## src/hw/rtl/sws_pkg.sv

```systemverilog
// ----------------------------------------------------------------------------
// Stop-and-wait sender package
// Shared widths, codes and controller/datapath bundles.
// ----------------------------------------------------------------------------
package sws_pkg;

  // Default payload size of one frame.
  localparam int PAYLOAD_BYTES_DEF = 8;

  // Field widths.
  localparam int CMD_W    = 2;
  localparam int BYTE_W   = 8;
  localparam int STATUS_W = 3;
  localparam int CFG_IDX_W = 1;

  // Input commands.
  localparam logic [CMD_W-1:0] CMD_PAYLOAD = 2'd0;
  localparam logic [CMD_W-1:0] CMD_EOD     = 2'd1;
  localparam logic [CMD_W-1:0] CMD_ACK     = 2'd2;

  // Result status codes.
  localparam logic [STATUS_W-1:0] ST_NEW      = 3'd0;
  localparam logic [STATUS_W-1:0] ST_TIMEOUT  = 3'd1;
  localparam logic [STATUS_W-1:0] ST_WRONG    = 3'd2;
  localparam logic [STATUS_W-1:0] ST_ACKED    = 3'd3;
  localparam logic [STATUS_W-1:0] ST_COMPLETE = 3'd4;
  localparam logic [STATUS_W-1:0] ST_REJECT   = 3'd5;

  // Configuration register indexes.
  localparam logic [CFG_IDX_W-1:0] REG_TRAILER = 1'd0;
  localparam logic [CFG_IDX_W-1:0] REG_TIMEOUT = 1'd1;

  // Byte constants.
  localparam logic [BYTE_W-1:0] ASCII_ZERO      = 8'h30;
  localparam logic [BYTE_W-1:0] TRAILER_RST     = 8'h30;
  localparam logic [BYTE_W-1:0] TIMEOUT_RST     = 8'h58;
  localparam logic [BYTE_W-1:0] PAD_BYTE        = 8'hFF;

  // Output byte source select.
  localparam logic [1:0] SEL_SEQ  = 2'd0;
  localparam logic [1:0] SEL_PAY  = 2'd1;
  localparam logic [1:0] SEL_TRL  = 2'd2;
  localparam logic [1:0] SEL_STAT = 2'd3;

  // Commands from the controller to the datapath.
  typedef struct packed {
    logic                wr_store;   // write the input byte at the fill position
    logic                fill_inc;
    logic                fill_clr;
    logic                len_full;   // latch a full frame length
    logic                len_fill;   // latch the current fill count as length
    logic                seq_toggle;
    logic                idx_clr;
    logic                idx_inc;
    logic                rd_en;      // fetch the store entry at the next index
    logic                load_out;
    logic [1:0]          out_sel;
    logic [STATUS_W-1:0] out_status;
    logic                out_last;
  } sws_cmd_t;

  // Status from the datapath to the controller.
  typedef struct packed {
    logic fill_last;
    logic ack_match;
    logic ack_timeout;
    logic idx_last;
    logic out_free;
  } sws_stat_t;

endpackage

```

## src/hw/rtl/sws_in_if.sv

```systemverilog
// ----------------------------------------------------------------------------
// Input channel interface
// Valid/ready channel carrying one command item.
// ----------------------------------------------------------------------------
interface sws_in_if
  import sws_pkg::*;
  ();
  logic              valid;
  logic              ready;
  logic [CMD_W-1:0]  cmd;
  logic [BYTE_W-1:0] byte_value;

  modport source (output valid, output cmd, output byte_value, input ready);
  modport sink   (input valid, input cmd, input byte_value, output ready);
endinterface

```

## src/hw/rtl/sws_out_if.sv

```systemverilog
// ----------------------------------------------------------------------------
// Result channel interface
// Valid/ready channel carrying one result item.
// ----------------------------------------------------------------------------
interface sws_out_if
  import sws_pkg::*;
  ();
  logic                valid;
  logic                ready;
  logic [BYTE_W-1:0]   out_byte;
  logic [STATUS_W-1:0] status;
  logic                last_of_run;

  modport source (output valid, output out_byte, output status, output last_of_run,
                  input ready);
  modport sink   (input valid, input out_byte, input status, input last_of_run,
                  output ready);
endinterface

```

## src/hw/rtl/stop_and_wait_sender.sv

```systemverilog
// ----------------------------------------------------------------------------
// Stop-and-wait ARQ sender
// Buffers payload bytes into frames, sends them and handles acks.
//
//   Channel  Direction  Payload
//   in_ch    in         cmd, byte_value
//   out_ch   out        out_byte, status, last_of_run
//   cfg_*    in         cfg_we, cfg_addr, cfg_wdata (trailer, timeout marker)
//
// A payload byte that does not fill the buffer is stored and the block stays
// ready. An item that starts a frame is accepted; the sequencer then sends
// the sequence character, the padded payload and the trailer. A status item
// goes to the status state, which loads its result. Output stalls hold the
// sequencer; the next input item is taken as soon as the last result sits in
// the output register. Reset is synchronous and needs no clearing pass.
// ----------------------------------------------------------------------------
module stop_and_wait_sender
  import sws_pkg::*;
#(
  parameter int PAYLOAD_BYTES = PAYLOAD_BYTES_DEF
) (
  input  logic                 clk,
  input  logic                 rst_n,
  sws_in_if.sink               in_ch,
  sws_out_if.source            out_ch,
  input  logic                 cfg_we,
  input  logic [CFG_IDX_W-1:0] cfg_addr,
  input  logic [BYTE_W-1:0]    cfg_wdata
);

  sws_cmd_t  cmd;
  sws_stat_t stat;

  sws_ctrl u_ctrl (
    .clk      (clk),
    .rst_n    (rst_n),
    .in_valid (in_ch.valid),
    .in_cmd   (in_ch.cmd),
    .in_ready (in_ch.ready),
    .stat     (stat),
    .cmd      (cmd)
  );

  sws_datapath #(
    .PAYLOAD_BYTES (PAYLOAD_BYTES)
  ) u_datapath (
    .clk        (clk),
    .rst_n      (rst_n),
    .byte_value (in_ch.byte_value),
    .cfg_we     (cfg_we),
    .cfg_addr   (cfg_addr),
    .cfg_wdata  (cfg_wdata),
    .cmd        (cmd),
    .stat       (stat),
    .out_ready  (out_ch.ready),
    .out_valid  (out_ch.valid),
    .out_byte   (out_ch.out_byte),
    .out_status (out_ch.status),
    .out_last   (out_ch.last_of_run)
  );

endmodule

```

## src/hw/rtl/sws_datapath.sv

```systemverilog
// ----------------------------------------------------------------------------
// Stop-and-wait sender datapath
// Payload store, counters, sequence bit, configuration and result register.
// ----------------------------------------------------------------------------
module sws_datapath
  import sws_pkg::*;
#(
  parameter int PAYLOAD_BYTES = PAYLOAD_BYTES_DEF
) (
  input  logic                 clk,
  input  logic                 rst_n,
  input  logic [BYTE_W-1:0]    byte_value,
  input  logic                 cfg_we,
  input  logic [CFG_IDX_W-1:0] cfg_addr,
  input  logic [BYTE_W-1:0]    cfg_wdata,
  input  sws_cmd_t             cmd,
  output sws_stat_t            stat,
  input  logic                 out_ready,
  output logic                 out_valid,
  output logic [BYTE_W-1:0]    out_byte,
  output logic [STATUS_W-1:0]  out_status,
  output logic                 out_last
);

  localparam int CNT_W = $clog2(PAYLOAD_BYTES + 1);
  localparam int IDX_W = (PAYLOAD_BYTES > 1) ? $clog2(PAYLOAD_BYTES) : 1;

  logic [BYTE_W-1:0]   mem [PAYLOAD_BYTES];
  logic [BYTE_W-1:0]   rd_data_r;
  logic [CNT_W-1:0]    fill_r, fill_nxt;
  logic [CNT_W-1:0]    len_r, len_nxt;
  logic [IDX_W-1:0]    idx_r, idx_nxt;
  logic                seq_r, seq_nxt;
  logic [BYTE_W-1:0]   trailer_r, timeout_r;
  logic                out_valid_r, out_valid_nxt;
  logic [BYTE_W-1:0]   out_byte_r, out_byte_nxt;
  logic [STATUS_W-1:0] out_status_r;
  logic                out_last_r;
  logic [BYTE_W-1:0]   seq_char;
  logic [BYTE_W-1:0]   pay_byte;

  // Character of the current sequence number.
  assign seq_char = ASCII_ZERO | {{(BYTE_W-1){1'b0}}, seq_r};

  // Slots past the frame length read as padding.
  assign pay_byte = (CNT_W'(idx_r) < len_r) ? rd_data_r : PAD_BYTE;

  // Status toward the controller.
  always_comb begin
    stat.fill_last   = (fill_r == CNT_W'(PAYLOAD_BYTES - 1));
    stat.ack_match   = (byte_value == seq_char);
    stat.ack_timeout = (byte_value == timeout_r);
    stat.idx_last    = (idx_r == IDX_W'(PAYLOAD_BYTES - 1));
    stat.out_free    = !out_valid_r || out_ready;
  end

  // Counter and flag updates.
  always_comb begin
    fill_nxt = fill_r;
    if (cmd.fill_clr) begin
      fill_nxt = '0;
    end else if (cmd.fill_inc) begin
      fill_nxt = fill_r + CNT_W'(1);
    end

    len_nxt = len_r;
    if (cmd.len_full) begin
      len_nxt = CNT_W'(PAYLOAD_BYTES);
    end else if (cmd.len_fill) begin
      len_nxt = fill_r;
    end

    idx_nxt = idx_r;
    if (cmd.idx_clr) begin
      idx_nxt = '0;
    end else if (cmd.idx_inc) begin
      idx_nxt = idx_r + IDX_W'(1);
    end

    seq_nxt = seq_r ^ cmd.seq_toggle;
  end

  // Result register: loads on command, empties when taken.
  always_comb begin
    unique case (cmd.out_sel)
      SEL_SEQ:  out_byte_nxt = seq_char;
      SEL_PAY:  out_byte_nxt = pay_byte;
      SEL_TRL:  out_byte_nxt = trailer_r;
      SEL_STAT: out_byte_nxt = '0;
      default:  out_byte_nxt = '0;
    endcase
    out_valid_nxt = out_valid_r;
    if (cmd.load_out) begin
      out_valid_nxt = 1'b1;
    end else if (out_ready) begin
      out_valid_nxt = 1'b0;
    end
  end

  always_ff @(posedge clk) begin
    if (!rst_n) begin
      fill_r      <= '0;
      len_r       <= '0;
      idx_r       <= '0;
      seq_r       <= 1'b0;
      trailer_r   <= TRAILER_RST;
      timeout_r   <= TIMEOUT_RST;
      out_valid_r <= 1'b0;
    end else begin
      fill_r      <= fill_nxt;
      len_r       <= len_nxt;
      idx_r       <= idx_nxt;
      seq_r       <= seq_nxt;
      out_valid_r <= out_valid_nxt;
      if (cfg_we) begin
        unique case (cfg_addr)
          REG_TRAILER: trailer_r <= cfg_wdata;
          REG_TIMEOUT: timeout_r <= cfg_wdata;
          default:     trailer_r <= trailer_r;
        endcase
      end
    end
  end

  // Result payload needs no reset.
  always_ff @(posedge clk) begin
    if (cmd.load_out) begin
      out_byte_r   <= out_byte_nxt;
      out_status_r <= cmd.out_status;
      out_last_r   <= cmd.out_last;
    end
  end

  // Payload store: one write port, one registered read port.
  always_ff @(posedge clk) begin
    if (cmd.wr_store) begin
      mem[fill_r[IDX_W-1:0]] <= byte_value;
    end
    if (cmd.rd_en) begin
      rd_data_r <= mem[idx_nxt];
    end
  end

  assign out_valid  = out_valid_r;
  assign out_byte   = out_byte_r;
  assign out_status = out_status_r;
  assign out_last   = out_last_r;

endmodule

```

## src/hw/rtl/sws_ctrl.sv

```systemverilog
// ----------------------------------------------------------------------------
// Stop-and-wait sender controller
// Protocol flags and the sequencer that emits frames and status items.
// ----------------------------------------------------------------------------
module sws_ctrl
  import sws_pkg::*;
(
  input  logic             clk,
  input  logic             rst_n,
  input  logic             in_valid,
  input  logic [CMD_W-1:0] in_cmd,
  output logic             in_ready,
  input  sws_stat_t        stat,
  output sws_cmd_t         cmd
);

  localparam logic [2:0] S_IDLE = 3'd0;
  localparam logic [2:0] S_SEQ  = 3'd1;
  localparam logic [2:0] S_PAY  = 3'd2;
  localparam logic [2:0] S_TRL  = 3'd3;
  localparam logic [2:0] S_STAT = 3'd4;

  logic [2:0]          state_r, state_nxt;
  logic [STATUS_W-1:0] code_r, code_nxt;
  logic                awaiting_r, awaiting_nxt;
  logic                final_r, final_nxt;
  logic                finished_r, finished_nxt;
  logic                accept;

  assign in_ready = (state_r == S_IDLE);
  assign accept   = in_ready && in_valid;

  always_comb begin
    state_nxt    = state_r;
    code_nxt     = code_r;
    awaiting_nxt = awaiting_r;
    final_nxt    = final_r;
    finished_nxt = finished_r;
    cmd          = '0;
    cmd.out_status = code_r;

    unique case (state_r)
      S_IDLE: begin
        // Decide what one accepted item does.
        if (accept) begin
          code_nxt  = ST_REJECT;
          state_nxt = S_STAT;
          cmd.idx_clr = 1'b1;
          priority if ((in_cmd == CMD_PAYLOAD) || (in_cmd == CMD_EOD)) begin
            if (!awaiting_r && !finished_r) begin
              if (in_cmd == CMD_PAYLOAD) begin
                cmd.wr_store = 1'b1;
                if (stat.fill_last) begin
                  cmd.len_full = 1'b1;
                  cmd.fill_clr = 1'b1;
                  awaiting_nxt = 1'b1;
                  code_nxt     = ST_NEW;
                  state_nxt    = S_SEQ;
                end else begin
                  cmd.fill_inc = 1'b1;
                  state_nxt    = S_IDLE;
                end
              end else begin
                cmd.len_fill = 1'b1;
                cmd.fill_clr = 1'b1;
                final_nxt    = 1'b1;
                awaiting_nxt = 1'b1;
                code_nxt     = ST_NEW;
                state_nxt    = S_SEQ;
              end
            end
          end else if (in_cmd == CMD_ACK) begin
            if (awaiting_r && !finished_r) begin
              if (stat.ack_match) begin
                cmd.seq_toggle = 1'b1;
                awaiting_nxt   = 1'b0;
                if (final_r) begin
                  finished_nxt = 1'b1;
                  code_nxt     = ST_COMPLETE;
                end else begin
                  code_nxt     = ST_ACKED;
                end
              end else begin
                code_nxt  = stat.ack_timeout ? ST_TIMEOUT : ST_WRONG;
                state_nxt = S_SEQ;
              end
            end
          end else begin
            code_nxt = ST_REJECT;
          end
        end
      end

      S_SEQ: begin
        // Sequence character; fetch the first payload entry.
        if (stat.out_free) begin
          cmd.load_out = 1'b1;
          cmd.out_sel  = SEL_SEQ;
          cmd.idx_clr  = 1'b1;
          cmd.rd_en    = 1'b1;
          state_nxt    = S_PAY;
        end
      end

      S_PAY: begin
        // One payload byte per free slot, prefetching the next entry.
        if (stat.out_free) begin
          cmd.load_out = 1'b1;
          cmd.out_sel  = SEL_PAY;
          if (stat.idx_last) begin
            state_nxt = S_TRL;
          end else begin
            cmd.idx_inc = 1'b1;
            cmd.rd_en   = 1'b1;
          end
        end
      end

      S_TRL: begin
        if (stat.out_free) begin
          cmd.load_out = 1'b1;
          cmd.out_sel  = SEL_TRL;
          cmd.out_last = 1'b1;
          state_nxt    = S_IDLE;
        end
      end

      S_STAT: begin
        if (stat.out_free) begin
          cmd.load_out = 1'b1;
          cmd.out_sel  = SEL_STAT;
          cmd.out_last = 1'b1;
          state_nxt    = S_IDLE;
        end
      end

      default: begin
        state_nxt = S_IDLE;
      end
    endcase
  end

  always_ff @(posedge clk) begin
    if (!rst_n) begin
      state_r    <= S_IDLE;
      code_r     <= ST_NEW;
      awaiting_r <= 1'b0;
      final_r    <= 1'b0;
      finished_r <= 1'b0;
    end else begin
      state_r    <= state_nxt;
      code_r     <= code_nxt;
      awaiting_r <= awaiting_nxt;
      final_r    <= final_nxt;
      finished_r <= finished_nxt;
    end
  end

endmodule

```

## src/flat_wrapper.sv

```systemverilog
// flat-port wrapper written by rule: the top's interface ports become plain ports
module stop_and_wait_sender_flat import sws_pkg::*;
#(
  parameter int PAYLOAD_BYTES = PAYLOAD_BYTES_DEF
)
  (clk, rst_n, cfg_we, cfg_addr, cfg_wdata, in_ch_valid, in_ch_cmd, in_ch_byte_value, in_ch_ready, out_ch_valid, out_ch_out_byte, out_ch_status, out_ch_last_of_run, out_ch_ready);
  sws_in_if in_ch_i ();
  sws_out_if out_ch_i ();
  input  logic clk;
  input  logic rst_n;
  input  logic cfg_we;
  input  logic [CFG_IDX_W-1:0] cfg_addr;
  input  logic [BYTE_W-1:0] cfg_wdata;
  input wire logic [$bits(in_ch_i.valid)-1:0] in_ch_valid;
  input wire logic [$bits(in_ch_i.cmd)-1:0] in_ch_cmd;
  input wire logic [$bits(in_ch_i.byte_value)-1:0] in_ch_byte_value;
  output wire logic [$bits(in_ch_i.ready)-1:0] in_ch_ready;
  output wire logic [$bits(out_ch_i.valid)-1:0] out_ch_valid;
  output wire logic [$bits(out_ch_i.out_byte)-1:0] out_ch_out_byte;
  output wire logic [$bits(out_ch_i.status)-1:0] out_ch_status;
  output wire logic [$bits(out_ch_i.last_of_run)-1:0] out_ch_last_of_run;
  input wire logic [$bits(out_ch_i.ready)-1:0] out_ch_ready;
  assign in_ch_i.valid = in_ch_valid;
  assign in_ch_i.cmd = in_ch_cmd;
  assign in_ch_i.byte_value = in_ch_byte_value;
  assign in_ch_ready = in_ch_i.ready;
  assign out_ch_valid = out_ch_i.valid;
  assign out_ch_out_byte = out_ch_i.out_byte;
  assign out_ch_status = out_ch_i.status;
  assign out_ch_last_of_run = out_ch_i.last_of_run;
  assign out_ch_i.ready = out_ch_ready;
  stop_and_wait_sender #(.PAYLOAD_BYTES(PAYLOAD_BYTES)) u_core (.clk(clk), .rst_n(rst_n), .in_ch(in_ch_i), .out_ch(out_ch_i), .cfg_we(cfg_we), .cfg_addr(cfg_addr), .cfg_wdata(cfg_wdata));
endmodule
```

## config.mk

```make
export PLATFORM = sky130hd
export DESIGN_NAME = stop_and_wait_sender_flat
export DESIGN_NICKNAME = d
export VERILOG_FILES = /design/src/hw/rtl/sws_pkg.sv /design/src/hw/rtl/sws_in_if.sv /design/src/hw/rtl/sws_out_if.sv /design/src/hw/rtl/stop_and_wait_sender.sv /design/src/hw/rtl/sws_datapath.sv /design/src/hw/rtl/sws_ctrl.sv /design/src/flat_wrapper.sv
export SDC_FILE = /design/constraint.sdc
export NUM_CORES = 1
export LEC_CHECK = 0
export BUFFER_PORTS_ARGS = -buffer_cell sky130_fd_sc_hd__buf_2
export CAP_MARGIN = 30
export CELL_PAD_IN_SITES_DETAIL_PLACEMENT = 1
export CELL_PAD_IN_SITES_GLOBAL_PLACEMENT = 1
export CORE_ASPECT_RATIO = 1.2
export CORE_UTILIZATION = 52
export CTS_BUF_LIST = sky130_fd_sc_hd__clkbuf_4 sky130_fd_sc_hd__clkbuf_8 sky130_fd_sc_hd__clkbuf_16
export DETAILED_ROUTE_END_ITERATION = 6
export PLACE_DENSITY_LB_ADDON = 0.1
export SETUP_SLACK_MARGIN = 0.3
export SLEW_MARGIN = 25
export SYNTH_ARGS = -nofsm -noshare
export SYNTH_HDL_FRONTEND = slang
export SYNTH_SLANG_ARGS = --single-unit
```

## constraint.sdc

```tcl
create_clock -name clk -period 3.9 [get_ports clk]
set_clock_uncertainty 0.15 [all_clocks]
set_input_delay 0.975 -clock clk [delete_from_list [all_inputs] [get_ports clk]]
set_output_delay 0.975 -clock clk [all_outputs]
set_load 0.02 [all_outputs]
```

Word-level counts from Yosys, hierarchy flattened
Memory sizes are Yosys's and may differ from the RTL's. A register that Yosys moved wholly into a read port is not among the register bits.
Index checks and enable logic that the tools add are counted.
{"block": "totals", "elab_cells": 134, "ramBits": 64, "regBits": 50, "mem_count": 1, "output_inout_bits": 14, "in_bits": 24}
{"block": "op_classes", "magnitude_cmp": 1, "bitwise_logic": 5, "eq_ne": 20, "addsub": 2, "muxes": 63, "reduce_logical": 26}
{"name": "u_core.u_datapath.mem", "words": 8, "word_bits": 8, "rd": 1, "rd_clocked_by_memory_dff": 1, "write_ports": 1, "line": "sws_datapath.sv:28", "rtl": "logic [BYTE_W-1:0] mem [PAYLOAD_BYTES];"}
{"operator": "3-bit 2-to-1 mux", "n": 23}
{"operator": "8-bit one-hot mux with 4 select lines", "n": 1}
{"operator": "3-bit one-hot mux with 4 select lines", "n": 2}
{"operator": "1-bit 2-to-1 mux", "n": 22}
{"operator": "5-bit 2-to-1 mux", "n": 3}
{"operator": "7-bit AND reduction", "n": 2}
{"operator": "4-bit 2-to-1 mux", "n": 3}
{"operator": "2-bit by 1-bit != test with 1-bit output (second input constant)", "n": 6}
{"operator": "5-bit AND reduction", "n": 2}
{"operator": "2-bit nonzero test", "n": 5}
{"operator": "8-bit by 6-bit equality test with 1-bit output", "n": 1}
{"operator": "8-bit equality test", "n": 1}
{"operator": "2-bit 2-to-1 mux", "n": 4}
{"operator": "8-bit 2-to-1 mux", "n": 1}
{"operator": "7-bit 2-to-1 mux", "n": 1}
{"operator": "2-bit equality test (second input constant)", "n": 3}
{"operator": "3-bit by 2-bit equality test with 1-bit output (second input constant)", "n": 2}
{"operator": "3-bit equality test (second input constant)", "n": 2}
{"operator": "6-bit 2-to-1 mux", "n": 1}
{"operator": "2-bit AND reduction", "n": 3}
{"operator": "2-bit OR reduction", "n": 3}
{"operator": "4-bit by 1-bit adder with 4-bit output (second input constant)", "n": 1}
{"operator": "2-bit by 1-bit equality test with 1-bit output (second input constant)", "n": 2}
{"operator": "4-bit by 3-bit equality test with 1-bit output (second input constant)", "n": 1}
{"operator": "other kinds (12)", "n": 22}

Logic depth before layout (Yosys ltp)
Gate-level depths: netlist (run 1).
{"block": "logic_depth", "depth_word": 9, "ltp_mapped": 9, "depth_no_buf": 8}

Modules after synthesis
A second synthesis (run 1) with hierarchy kept.
{"block": "hier_totals", "cells_unflattened": 493, "area_unflattened_um2": 5596.6}
{"module": "sws_datapath", "area_each_um2": 4931.0, "n_inst": 1, "cells_each": 407, "seq_area_each_um2": 3103.0}
{"module": "sws_ctrl", "area_each_um2": 665.6, "n_inst": 1, "cells_each": 86, "seq_area_each_um2": 180.2}

Least setup slack after synthesis (run 1)
No wires, ideal clock.
{"block": "synth_timing", "path_kind": "input-to-reg", "startpoint": "in in_ch_valid", "endpoint": "mem u_core.u_datapath.mem[0][0] (enable)", "required_ps": 3367, "t_arrival_ps": 2490, "setup_slack_ps": 877, "setup_ps": 383, "path_stages": 5, "n_path_buf": 1, "path_cell_list": "or4b_1 > buf_2 > nor3_4 > nand2b_1 > nor3_1"}
{"block": "synth_between", "elab_chain_len": 5}
{"element": "start, declared", "line": "flat_wrapper.sv:14", "rtl": "input wire logic [$bits(in_ch_i.valid)-1:0] in_ch_valid;"}
{"element": "1-bit logical AND", "line": "sws_ctrl.sv:31", "rtl": "assign accept = in_ready && in_valid;"}
{"element": "7-bit 2-to-1 mux", "line": "sws_ctrl.sv:45", "rtl": "if (accept) begin"}
{"element": "6-bit 2-to-1 mux", "line": "sws_ctrl.sv:42", "rtl": "unique case (state_r)"}
{"element": "1-bit 2-to-1 mux", "line": "sws_datapath.sv:136", "rtl": "if (cmd.wr_store) begin"}
{"element": "1-bit 2-to-1 mux (implied by the code)", "line": "sws_datapath.sv:137", "rtl": "mem[fill_r[IDX_W-1:0]] <= byte_value;"}
{"element": "end, declared", "line": "sws_datapath.sv:28"}
Every way passes these cells.

Worst setup path in the final report (run 1)
{"block": "layout_timing", "startpoint": "reg u_core.u_ctrl.state_r[0]", "endpoint": "mem u_core.u_datapath.mem[5][0] (enable)"}
{"block": "layout_between", "elab_chain_len": 6}
{"element": "start, declared", "line": "sws_ctrl.sv:23", "rtl": "logic [2:0] state_r, state_nxt;"}
{"element": "start signal, assigned", "line": "sws_ctrl.sv:151", "rtl": "state_r <= state_nxt;"}
{"element": "3-bit logical NOT (*)", "line": "sws_ctrl.sv:30, sws_ctrl.sv:42"}
{"element": "1-bit logical AND", "line": "sws_ctrl.sv:31"}
{"element": "7-bit 2-to-1 mux", "line": "sws_ctrl.sv:45"}
{"element": "6-bit 2-to-1 mux (*)", "line": "sws_ctrl.sv:42"}
{"element": "1-bit 2-to-1 mux (*)", "line": "sws_datapath.sv:136"}
{"element": "1-bit 2-to-1 mux (implied by the code) (*)", "line": "sws_datapath.sv:137"}
Mark *: on every way between the ends. The rest lies on a longest branch, timed or not.

==> reports/results.ini, run 1 <==
[sta]
fmax_mhz=333.7
holdWs_ns=0.2882
worstMarginPinSlew_ns=0.8647
hold_viol_final=0
maxSlewViolCount=0
setup_ws_ns=0.9031
fin_crit_sh_pct=76.84
slew_headroom_pct=42.14
setup_tns_ns=0
rsz0062_at_grt=false
setup_viol=0
period_needed_ns=2.997

[clock_tree]
cts-root-buf=clkbuf_16
post_cts_resized=0
cts_sinks=122
clockBufferDepth=2
post-cts-setup-buffers=0
cts_tree=built
path_clk_slew_ns=0.05
cts_made_buffers=17
cts.htree.levels=4
hold_buffers=0
insertion_delay_ns=0.41

[detailed_routing]
wl_met2_um=7229
wl_met3_um=492
drc=1
vias=3706
wirelength_met1_um=5410
routed_wl_um=13670
viasPerCell=5.958
dr.first_iter.drc_count=211
final_antenna_net_count=0
drtPass1Iterations=6
post_drt_wl_per_cell_um=21.98
top_layer=met4

[pwr]
leakage_nw=2.174
powerDensity_mw_per_mm2=534.3
power_w=0.003306
ir_drop_uv=393.7

[logic_synthesis]
async_reset_ff_share_pct=0
synth_ff_type=edfxtp_1
yosys.area.top_type=edfxtp_1
syn_area_mm2=0.005321
avgSynthCellArea_um2=12.04
synth_cells=442
ys_ff_latch=122
yosys-top-cells-area=edfxtp_1 (47%), dfxtp_1 (14%), nand2_1 (3.6%)
yosysWarnings=0
synth_edf_count=84
yosysSeqAreaShare_pct=61.70
synth.distinct_cells=63
synth.top_cell.area_share_pct=47.40
syn_nets=471

[finish]
finish.utilization_pct=62.12
fin_nets=512
syn2layout_area_growth_pct=16.27
mostFrequentLayoutCells=edfxtp_1 (84), nand2_1 (51), nor2_1 (38), dfxtp_1 (38), buf_2 (37)
drive_gt1_share_pct=18.35
antennaDiodeCount=0
final_common_cell=edfxtp_1

[place]
portBuffers=37
gp_congestion=0.8234
dp_slack_ns=0.4967
dp_hpwl_um=9478

[run_status]
outcome=finished with violations
violations=DRC

[worst_setup_path]
crit_fanout=18
cp.required_ns=3.78
max_stage_delay_ns=0.79
path_delay_family=simple AND/OR/NAND/NOR gates
crit_type=reg2reg
startpoint_type=flip-flop
arrival_ns=2.88
critPathCaptureType=flip-flop
worst-path-buf-inv=0
crit_slowest_cell=or4b_1
cp_cell_sequence=or4b_1 > nor3_4 > nand2_2 > nor2_1

[grt]
grt_start_max_net_pins=26
gr-total-overflow=0
grt_antenna_before_repair=0
grt_pass1_wl_um=20750
track_usage_pct=27.60
grt_pass1_vias=3897

[run]
drv_cap=0

[die]
fp.dieH_um=112.8
ios=38
coreArea_mm2=0.009960
start_util_pct=53.43
dieArea_mm2=0.01064
fp-row-count=40
die_w_um=94.35

[hold_path]
min_path_type=reg2reg

[cell type report]
type                    count  area [um^2]
fillers                   992         3772
flip-flops and latches    122         3283
inverters                   5        18.77
clock buffers              20        447.9
well taps                 126        157.7
clock inverters            12        126.4
repair buffers             42        242.7
multi-input cells         295         1911
[cells in the mapped netlist (3+ instances only)]
cell      instances
a211oi_1         17
a21oi_1          25
a221oi_1          3
a22o_1            7
a32oi_1           4
and2_1            3
buf_4             3
buf_6             4
clkbuf_1         10
dfxtp_1          38
edfxtp_1         84
ha_1              5
inv_1             5
mux2i_1          16
nand2_1          51
nand2b_1         12
nand3_1          10
nand3b_1          4
nor2_1           39
nor2b_1           9
nor3_1            9
o21ai_0          11
o22ai_1           9
or3_1             4
xnor2_1           3
xor2_1           10
[worst paths after layout]
| kind | from | endpoint | slack (ns) | depth (start not counted) |
|---|---|---|---|---|
| max reg2reg | u_core.u_ctrl.state_r[0] | u_core.u_datapath.mem[5][0] | 0.90 | 4 |
| min reg2reg | u_core.u_ctrl.code_r[0] | u_core.u_datapath.out_status[0] | 0.29 | 0 |
| max | u_core.u_ctrl.state_r[0] | u_core.u_datapath.mem[5][0] | 0.90 | 4 |
| min | u_core.u_ctrl.code_r[0] | u_core.u_datapath.out_status[0] | 0.29 | 0 |
[worst reg2reg max path, cell delays in order (launching register included)]
cell,delay (ns)
dfxtp_1,0.55
or4b_1,0.79
nor3_4,0.30
nand2_2,0.14
nor2_1,0.69
[where the power goes]
group | switching, W | leakage (nW) | internal [W]
Combinational | 0.000210 | 0.827 | 0.000104
Sequential | 0.0000397 | 1.07 | 0.00145
Clock | 0.000547 | 0.277 | 0.000955
Total | 0.000796 | 2.17 | 0.00251
[registers in the layout, summed over array words and instances (netlist names), 4 cells and up]
| signal | flops |
|---|---|
| u_core.u_datapath.fill_r | 4 |
| u_core.u_datapath.len_r | 4 |
| u_core.u_datapath.mem | 64 |
| u_core.u_datapath.out_byte | 8 |
| u_core.u_datapath.rd_data_r | 8 |
| u_core.u_datapath.timeout_r | 8 |
| u_core.u_datapath.trailer_r | 8 |
[metrics by stage]
step | area [um^2] | std cells
5_1_grt | 6187 | 622
3_5_place_dp | 5603 | 590
6_report | 6187 | 622
3_3_place_gp | 5575 | 589
2_1_floorplan | 5321 | 442
4_1_cts | 6177 | 622
[logic make-up (layout without fill, tap and decap cells)]
kind of cell / after synthesis / after routing / synth area share [%]
and+or+nand+nor: 163 / 163 / 15.97
DFF: 122 / 122 / 61.70
AOI/OAI and AO/OA: 96 / 96 / 13.00
buffers and inverters: 25 / 79 / 2.586
muxes: 18 / 18 / 3.433
xor gates and xnor gates: 13 / 13 / 2.140
adders and majority gates: 5 / 5 / 1.176
[metal layers]
metal	vias up	global-route usage, %
li1	1729	-
met1	1844	30.61
met2	98	48.31
met3	35	6.317
met4	0	14.97
met5	-	0
No activity file was read; power rests on OpenSTA's default activity.
==> run 2, diff against run 1 <==
Settings changed: CORE_UTILIZATION 52 to 44.
Clock period 3.9 ns to 2.65 ns, I/O delays scaled along.
==> run 2 against run 1 <==
  * Critical path depth grew 5
  * Sequential cell count is the same
  * Combinational power grew 94%
  * The flow now finishes without violations
  * Non-clock buffer count grew 53
  * Utilization shrank 1.9 points
  * Sequential share of layout area shrank 6.3 points
  * Sequential power grew 46%
  * Routed wire length grew 15%
  * Highest routed layer unchanged
  * Power grew 53%
  * Fmax grew 24%
  * Worst hold slack lost 0.0019 ns
  * Worst setup slack lost 0.66 ns
==> reports/results.ini, run 2 (same netlist as run 1, synthesis figures left out) <==
[grt]
grt_pass1_vias=4218  ; was 3897
grt_pass1_wl_um=23230  ; was 20750 um
track_usage_pct=26.46  ; was 27.60%
grt_antenna_before_repair=0  ; unchanged
gr-total-overflow=0  ; unchanged
grt_start_max_net_pins=18  ; was 26

[worst_setup_path]
startpoint_type=flip-flop  ; unchanged
crit_fanout=9  ; was 18
path_delay_family=compound AO/OA/AOI/OAI gates  ; was simple AND/OR/NAND/NOR gates
r2r_start=u_core.u_ctrl.state_r[0]  ; unchanged
cp_cell_sequence=buf_8 > or2_4 > o31ai_4 > a21oi_4 > buf_12 > buf_6 > mux2i_4 > a22o_1 > a211oi_1  ; was or4b_1 > nor3_4 > nand2_2 > nor2_1
crit_cells=9  ; was 4
crit_type=reg2reg  ; unchanged
critPathCaptureType=flip-flop  ; unchanged
max_stage_delay_ns=0.34  ; was 0.79 ns
r2r_cells=9  ; was 4
cp.required_ns=2.75  ; was 3.78 ns
crit_slowest_cell=dfxtp_2  ; was or4b_1
crit_path_start=u_core.u_ctrl.state_r[0]  ; unchanged
arrival_ns=2.50  ; was 2.88 ns
worst-path-buf-inv=3  ; was 0

[finish]
largest_register_ffs=64  ; unchanged
syn2layout_area_growth_pct=32.24  ; was 16.27%
finish.utilization_pct=60.27  ; was 62.12%
antennaDiodeCount=0  ; unchanged
fin_nets=565  ; was 512
drive_gt1_share_pct=33.88  ; was 18.35%
mostFrequentLayoutCells=edfxtp_1 (84), nand2_1 (50), buf_4 (46)  ; was edfxtp_1 (84), nand2_1 (51), nor2_1 (38), dfxtp_1 (38), buf_2 (37)
final_common_cell=edfxtp_1  ; unchanged

[sta]
fin_crit_sh_pct=90.84  ; was 76.84%
slew_headroom_pct=69.71  ; was 42.14%
fmax_mhz=415.4  ; was 333.7 MHz
period_needed_ns=2.407  ; was 2.997 ns
rsz0062_at_grt=true  ; was false
hold_viol_final=0  ; unchanged
worstMarginPinSlew_ns=0.4534  ; was 0.8647 ns
setup_ws_ns=0.2429  ; was 0.9031 ns
setup_viol=0  ; unchanged
maxSlewViolCount=0  ; unchanged

[clock_tree]
cts_sinks=122  ; unchanged
path_clk_slew_ns=0.06  ; was 0.05 ns
cts_made_buffers=17  ; unchanged
clockBufferDepth=2  ; unchanged
cts-root-buf=clkbuf_16  ; unchanged
cts_tree=built  ; unchanged
cts.htree.levels=4  ; unchanged
insertion_delay_ns=0.42  ; was 0.41 ns

[place]
gp_congestion=0.8839  ; was 0.8234
dp_hpwl_um=10400  ; was 9478 um
dp_slack_ns=-0.1312  ; was 0.4967 ns
portBuffers=37  ; unchanged

[die]
fp.dieH_um=122.5  ; was 112.8 um
fp-row-count=43  ; was 40
coreArea_mm2=0.01167  ; was 0.009960 mm^2
ios=38  ; unchanged
start_util_pct=45.58  ; was 53.43%
dieArea_mm2=0.01254  ; was 0.01064 mm^2
die_w_um=102.4  ; was 94.35 um

[run]
drv_cap=0  ; unchanged

[hold_path]
hold_path_depth=0  ; unchanged
min_path_type=reg2reg  ; unchanged
hp-start=u_core.u_ctrl.code_r[2]  ; was u_core.u_ctrl.code_r[0]

[pwr]
leakage_nw=2.522  ; was 2.174 nW
power_w=0.005066  ; was 0.003306 W
ir_drop_uv=549.8  ; was 393.7 uV
powerDensity_mw_per_mm2=720.0  ; was 534.3 mW/mm^2

[detailed_routing]
drc=0  ; was 1
drtPass1Iterations=4  ; was 6
dr.first_iter.drc_count=192  ; was 211
final_antenna_net_count=0  ; unchanged
viasPerCell=5.625  ; was 5.958
routed_wl_um=15700  ; was 13670 um
post_drt_wl_per_cell_um=22.23  ; was 21.98 um
vias=3971  ; was 3706

[run_status]
outcome=finished, final reports clean  ; was finished with violations

-- run 2: worst paths after layout --
check | end | slack, ns
setup / recovery | u_core.u_datapath.rd_data_r[2] | 0.24
hold / removal | u_core.u_datapath.out_status[2] | 0.29
setup reg to reg | u_core.u_datapath.rd_data_r[2] | 0.24
hold reg to reg | u_core.u_datapath.out_status[2] | 0.29
-- run 2: timing repair --
action | 4_1_cts | 5_1_grt
pin swaps | 9 | 17
hold buffers | 0 | 0
endpoints found under the setup margin | 41 | 67
cloned | 0 | 1
setup buffers | 6 | 11
endpoints found under the hold margin | 0 | 0
gates resized for setup | 39 | 25
-- run 2: layer usage --
metal	wire length (um)	global-route usage (%)
met5	0	0
met1	6281	30.14
met3	471	5.011
met4	581	12.77
met2	8360	47.19
-- run 2: power breakdown --
part	switching (W)	internal (W)
Sequential	0.0000499	0.00213
Clock	0.000880	0.00139
Combinational	0.000369	0.000240
-- run 2: through the flow --
| stage | hold slack [ns] | cell area, um^2 | setup TNS [ns] | instances |
|---|---|---|---|---|
| finish | 0.2863 | 7037 | 0 | 706 |
| global placement | 0.2731 | 5963 | -0.06527 | 656 |
| floorplan | 0.2583 | 5363 | 0 | 442 |
| detailed placement | 0.2759 | 5963 | -0.6939 | 656 |
| global route | 0.2996 | 7037 | 0 | 706 |
| CTS | 0.2895 | 6809 | 0 | 694 |
-- run 2: area by class of cell --
cell class | count | area [um^2]
timing repair buffer | 95 | 745.7
clock inverter | 14 | 147.6
inverter | 5 | 18.77
sequential | 122 | 3288
clock buffer | 18 | 432.9
multi-input combinational | 295 | 2207
tap | 157 | 196.4
fill | 1184 | 4638
